--- src/rtl/assert_macros.svh ---
// Assertion helpers shared by the RTL. Each macro expects clk and rst_n in scope.
`ifndef ASSERT_MACROS_SVH
`define ASSERT_MACROS_SVH

// The expression holds at every clock edge out of reset.
`define ASSERT_ALWAYS(lbl, expr, msg) \
  lbl: assert property (@(posedge clk) disable iff (!rst_n) (expr)) else $error(msg);

// The consequent holds in the same cycle as the antecedent.
`define ASSERT_IMPLIES(lbl, ante, cons, msg) \
  lbl: assert property (@(posedge clk) disable iff (!rst_n) (ante) |-> (cons)) \
    else $error(msg);

// The consequent holds in the cycle after the antecedent.
`define ASSERT_NEXT(lbl, ante, cons, msg) \
  lbl: assert property (@(posedge clk) disable iff (!rst_n) (ante) |=> (cons)) \
    else $error(msg);

`endif

--- src/rtl/srbd_pkg.sv ---
package srbd_pkg;

  localparam int MAX_RECORDS = 64;
  localparam int ADDR_W      = $clog2(MAX_RECORDS);
  localparam int CNT_W       = $clog2(MAX_RECORDS + 1);

  // Read address sources for the record store.
  localparam logic [1:0] RD_FILL  = 2'd0;
  localparam logic [1:0] RD_SHIFT = 2'd1;
  localparam logic [1:0] RD_EMIT  = 2'd2;

  typedef struct packed {
    logic [31:0] record_id;
    logic [31:0] distance_bits;
    logic [31:0] payload;
    logic        last_record;
  } in_rec_t;

  typedef struct packed {
    logic [31:0] out_id;
    logic [31:0] out_distance;
    logic [31:0] out_payload;
    logic        out_last;
    logic        overflow;
  } out_rec_t;

  typedef struct packed {
    logic [31:0] id;
    logic [31:0] key;
    logic [31:0] data;
  } store_rec_t;

  typedef struct packed {
    logic       capture;
    logic       shift;
    logic       place;
    logic       emit_load;
    logic       clr_set;
    logic [1:0] rd_sel;
  } dp_cmd_t;

  typedef struct packed {
    logic fill_zero;
    logic full;
    logic pos_one;
    logic key_gt;
    logic k_last;
    logic hold_last;
    logic in_last;
    logic out_free;
  } dp_status_t;

endpackage

--- src/rtl/srbd_ctrl.sv ---
module srbd_ctrl import srbd_pkg::*; (
  input  logic       clk,
  input  logic       rst_n,
  input  logic       in_valid,
  output logic       in_ready,
  input  dp_status_t status,
  output dp_cmd_t    cmd
);

  localparam logic [2:0] S_IDLE    = 3'd0;
  localparam logic [2:0] S_COMP    = 3'd1;
  localparam logic [2:0] S_PLACE   = 3'd2;
  localparam logic [2:0] S_EMIT_RD = 3'd3;
  localparam logic [2:0] S_EMIT_LD = 3'd4;

  logic [2:0] state_r;
  logic [2:0] state_nxt;

  always_ff @(posedge clk) begin
    if (!rst_n) begin
      state_r <= S_IDLE;
    end else begin
      state_r <= state_nxt;
    end
  end

  always_comb begin
    state_nxt = state_r;
    cmd       = '0;
    cmd.rd_sel = RD_FILL;
    in_ready  = 1'b0;
    unique case (state_r)
      S_IDLE: begin
        in_ready = 1'b1;
        if (in_valid) begin
          cmd.capture = 1'b1;
          priority if (status.full) begin
            state_nxt = status.in_last ? S_EMIT_RD : S_IDLE;
          end else if (status.fill_zero) begin
            state_nxt = S_PLACE;
          end else begin
            state_nxt = S_COMP;
          end
        end
      end
      S_COMP: begin
        cmd.rd_sel = RD_SHIFT;
        if (status.key_gt) begin
          cmd.shift = 1'b1;
          state_nxt = status.pos_one ? S_PLACE : S_COMP;
        end else begin
          cmd.place = 1'b1;
          state_nxt = status.hold_last ? S_EMIT_RD : S_IDLE;
        end
      end
      S_PLACE: begin
        cmd.place = 1'b1;
        state_nxt = status.hold_last ? S_EMIT_RD : S_IDLE;
      end
      S_EMIT_RD: begin
        cmd.rd_sel = RD_EMIT;
        state_nxt  = S_EMIT_LD;
      end
      S_EMIT_LD: begin
        cmd.rd_sel = RD_EMIT;
        if (status.out_free) begin
          cmd.emit_load = 1'b1;
          if (status.k_last) begin
            cmd.clr_set = 1'b1;
            state_nxt   = S_IDLE;
          end else begin
            state_nxt = S_EMIT_RD;
          end
        end
      end
      default: begin
        state_nxt = S_IDLE;
      end
    endcase
  end

endmodule

--- config.mk ---
export PLATFORM = sky130hd
export DESIGN_NAME = srbd_ctrl
export DESIGN_NICKNAME = d
export VERILOG_FILES = /design/src/rtl/assert_macros.svh /design/src/rtl/srbd_pkg.sv /design/src/rtl/srbd_ctrl.sv
export SDC_FILE = /design/constraint.sdc
export NUM_CORES = 1
export LEC_CHECK = 0
export BUFFER_PORTS_ARGS = -buffer_cell sky130_fd_sc_hd__buf_2
export CAP_MARGIN = 20
export CORE_AREA = 2 2 39 41
export CTS_CLUSTER_DIAMETER = 200
export DETAILED_ROUTE_END_ITERATION = 6
export DIE_AREA = 0 0 41 43
export PLACE_DENSITY = 0.57
export RECOVER_POWER = 25
export SLEW_MARGIN = 20
export SYNTH_ARGS = -nofsm -noshare
export SYNTH_HDL_FRONTEND = slang
export SYNTH_SLANG_ARGS = --single-unit
--- constraint.sdc ---
create_clock -name clk -period 1.5 [get_ports clk]
set_input_delay 0.075 -clock clk [delete_from_list [all_inputs] [get_ports clk]]
set_output_delay 0.075 -clock clk [all_outputs]
set_load 0.01 [all_outputs]
After elaboration in Yosys (flattened, before gate mapping). Cells that the tools add are included.

Input port bits: 11. Register bits after elaboration: 3.

Multiplexer cells: 21. Equal/unequal tests: 6. Reductions and logical operators: 3.

Operators with widths (number): $mux 2 (8); $pmux 3 s5 (1); $mux 3 (3); $mux 1 (7); $eq 3x2->1 const B (2); $ne 2x2->1 const B (2); $pmux 2 s2 (1); $eq 3x1->1 const B (1); $eq 3x3->1 const B (1); $logic_not 3->1 (1); $pmux 1 s2 (1); $reduce_and 2->1 (1); $reduce_or 2->1 (1).

Longest topological paths before layout.
Word-level depth: 4. Depth in mapped cells: 4.

Worst setup path before layout. OpenSTA, ideal clock, no wires.

Path kind: register -> register. Start: reg state_r[1]. End: reg state_r[0]. Arrival: 1.102 ns. Stages on the path, launching flop included: 5. Path buffers: 1. Path slack: 0.307 ns. Cell sequence: dfxtp_1 > buf_6 > nor3b_2 > o211ai_1 > a311oi_1.

Longest elaborated chain between the ends: 3. Elaborated cells on any way between the ends: 9.

RTL lines: start: declaration (RTL line srbd_ctrl.sv:16) `logic [2:0] state_r;`; start signal: assignment (RTL line srbd_ctrl.sv:23) `state_r <= state_nxt;`; $eq 3x3->1 or $logic_not 3->1 (tied branches) (RTL line srbd_ctrl.sv:32) `unique case (state_r)`; $ne 2x2->1 (no line); $reduce_and 2->1 (no line).

Parallel ways exist; a longest one is shown, timed or not. A chain may end at the register's enable or synchronous reset.

==> impl_metrics.csv <==
group,metric,value,unit
route,routed_wl,709,µm
route,first_pass_iters,2,
route,ant_nets,0,
clock_network,cts_hold_buf,0,
run_status,status,"completed",
setup_path,rr_worst_depth,3,
route,drc,0,
sta,hold_viol_final,0,
layout,largest_reg_flops,3,
setup_path,r2r_end,"state_r[2]$_SDFFE_PN0P_",
layout,nNetsFinal,69,
sta,rsz0062_at_grt,"no",
synthesis,synth.cell_area,292,µm²
sta,fmax,723,MHz
setup_path,ff2ff_setup_slack,220,ps
route,vias,327,
grt,gr-usage-all-layers,9.25,%
layout,mostFrequentLayoutCell,"buf_2",
flow_run,drv_cap,0,
route,wire_per_inst,9.71,µm
min_path,hp-class,"in2reg",
grt,grt-ovfl-total,0,
floorplan,fp.coreArea,0.00138,mm²
setup_path,cpPeakStageDelay,510,ps
setup_path,arrival,1310,ps
sta,setup_viol_count_final,0,
sta,finalCritPeriodShare,92.2,%
layout,drive_above_1_share,49.1,%
power,switching_share,31.7,%
route,dr.first_iter.drc_count,2,
power,peakVddDrop,314,µV
route,vias_per_cell,4.48,
grt,gr-max-usage-layer,"met1",
setup_path,critPathCaptureType,"output pin",
setup_path,crit_chain,"and4bb_2 -> and2_1 -> buf_2",
layout,regMostFlops,"state_r",
sta,relSlewSlack,77.3,%
grt,grt_pass1_vias,254,
placed_design,placed_cell_area,390,µm²
floorplan,start_util,21.1,%
floorplan,row_count,14,
min_path,hold_depth,3,
sta,hold_slack,114,ps
synthesis,post_synth_inst_count,36,
layout,diodes,0,
clock_network,post_cts_buffers,0,
clock_network,cts_root_buffer,"clkbuf_4",
layout,top_regs,"state_r x3",
grt,antenna_found_initial,0,
power,p_int,0.243,mW
layout,fin_area,417,µm²
synthesis,yosysWarnings,0,
grt,grt_max_degree,11,
sta,setup_tns,0,ps
floorplan,fp.dieH,43,µm
clock_network,ctsLongestPathBuffers,2,
setup_path,path_delay_family,"flip-flops",
clock_network,cts_resized,0,
clock_network,clk_pin_slew,40,ps
grt,grtUsageMet1,11.9,%
synthesis,ys_seq_area_share,20.6,%
placed_design,portBuffers,18,
setup_path,slowest_stage,"dfxtp_1",
synthesis,yosysUniqueCellTypes,23,
synthesis,synth-seq-cells,3,
min_path,holdPathEnd,"state_r[2]$_SDFFE_PN0P_",
setup_path,worstSetupPathType,"reg2out",
clock_network,clkSinkCount,3,
floorplan,num_io_pins,19,
floorplan,dieArea,0.00176,mm²
synthesis,synth_nets,47,
grt,met2_usage,11.3,%
power,comb_power_share,29.8,%
power,p_leak,0.197,nW
sta,skew,1.21,ps
setup_path,required,1420,ps
sta,tightest_slew,340,ps
setup_path,cp.buffers_inverters,1,
power,powerDensity,853,mW/mm²
placed_design,hpwl,556,µm
grt,grt_pass1_wl,1060,µm
synthesis,synth.avg_cell_area,8.10,µm²
power,pwr-share-clk,41.2,%
placed_design,gp_congestion,0.751,
clock_network,clk_latency,240,ps
sta,report.final.slew_viol_count,0,
clock_network,numCtsBuffers,3,
layout,layout_common_cells,"18 x buf_2, 4 x and2_1, 3 x inv_1, 3 x clkbuf_4, 3 x dfxtp_1",
setup_path,cp_max_fo,10,
floorplan,die_x,41,µm
min_path,hold_start,"rst_n",
power,seq_power_share,29.0,%
sta,period_needed,1380,ps
clock_network,htreeDepth,1,
setup_path,r2r_start,"state_r[2]$_SDFFE_PN0P_",
clock_network,cts_tree,"done",
grt,use_met3,5.24,%
setup_path,cp-start-kind,"flop",
layout,fill_cells,152,
layout,area_growth,42.9,%
power,switchingPower,0.113,mW
==> worst max path at each step <==
stage / from / to / slack [ps] / cells after the start
6_report: state_r[1]$_SDFFE_PN0P_ / cmd[2] / 120 / 3
5_1_grt: state_r[1]$_SDFFE_PN0P_ / cmd[2] / 50 / 3
4_1_cts: state_r[1]$_SDFFE_PN0P_ / cmd[2] / 120 / 3
3_5_place_dp: state_r[2]$_SDFFE_PN0P_ / state_r[2]$_SDFFE_PN0P_ / 250 / 3
3_3_place_gp: state_r[2]$_SDFFE_PN0P_ / state_r[2]$_SDFFE_PN0P_ / 280 / 3
2_1_floorplan: state_r[1]$_SDFFE_PN0P_ / state_r[0]$_SDFFE_PN0P_ / 310 / 4
==> power by group through the flow <==
| stage | sequential [mW] | combinational [mW] | clock [mW] |
|---|---|---|---|
| after global routing | 0.105 | 0.117 | 0.165 |
| after floorplan | 0.0948 | 0.0777 | 0 |
| after CTS | 0.103 | 0.108 | 0.153 |
| after global placement | 0.103 | 0.107 | 0 |
| after detailed placement | 0.104 | 0.107 | 0 |
| final | 0.103 | 0.106 | 0.146 |
==> metal layers <==
metal | routed length [µm] | share of wire (%)
met1 | 298 | 42
met2 | 340 | 48
met4 | 8 | 1.1
met3 | 62 | 8.7
met5 | 0 | 0
==> final cells by class <==
class                           count  area [µm²]  share of cell area [%]
Clock buffer                        4        26.3                    6.31
Inverter                            3        11.3                    2.70
Multi-Input combinational cell     29         209                    50.2
Sequential cell                     3        60.1                    14.4
Tap cell                           16        20.0                    4.80
Timing Repair Buffer               18        90.1                    21.6
==> cells in the mapped netlist, drive strengths merged <==
cell    instances  area (µm²)
a21oi           3        18.8
a22oi           1        7.51
and3b           1        10.0
inv             3        11.3
and4bb          1        12.5
or3             1        6.26
or3b            1        8.76
or2             1        6.26
dfxtp           3        60.1
nor2            2        7.51
mux2            2        22.5
nor3            1        10.0
and2            4        25.0
a211oi          1        7.51
nor3b           3        27.5
o21ai           2        10.0
a311oi          1        8.76
buf             1        11.3
nand2           2        7.51
o211ai          1        7.51
nand3           1        5.00
==> through the flow <==
stage	total power, mW	utilization, %	cells	worst slack, ps
after floorplan	0.173	-	36	307
after global placement	0.211	28.2	69	282
after detailed placement	0.211	28.2	69	252
after CTS	0.363	30.1	73	117
after global routing	0.387	30.1	73	54.3
final	0.355	30.1	73	117
==> kinds of logic after synthesis <==
kind of cell | after synthesis | synth area share, %
multiplexers | 2 | 7.72
AO/OA/AOI/OAI | 9 | 20.6
flip-flops | 3 | 20.6
buffers and inverters | 4 | 7.72
AND/OR/NAND/NOR | 18 | 43.3
==> worst register-to-register path: stages (launching register included) <==
cell and delay [ps]:
dfxtp_1 460, or3b_1 390, or2_1 230, a21oi_2 130
(Power assumes the default switching activity.)
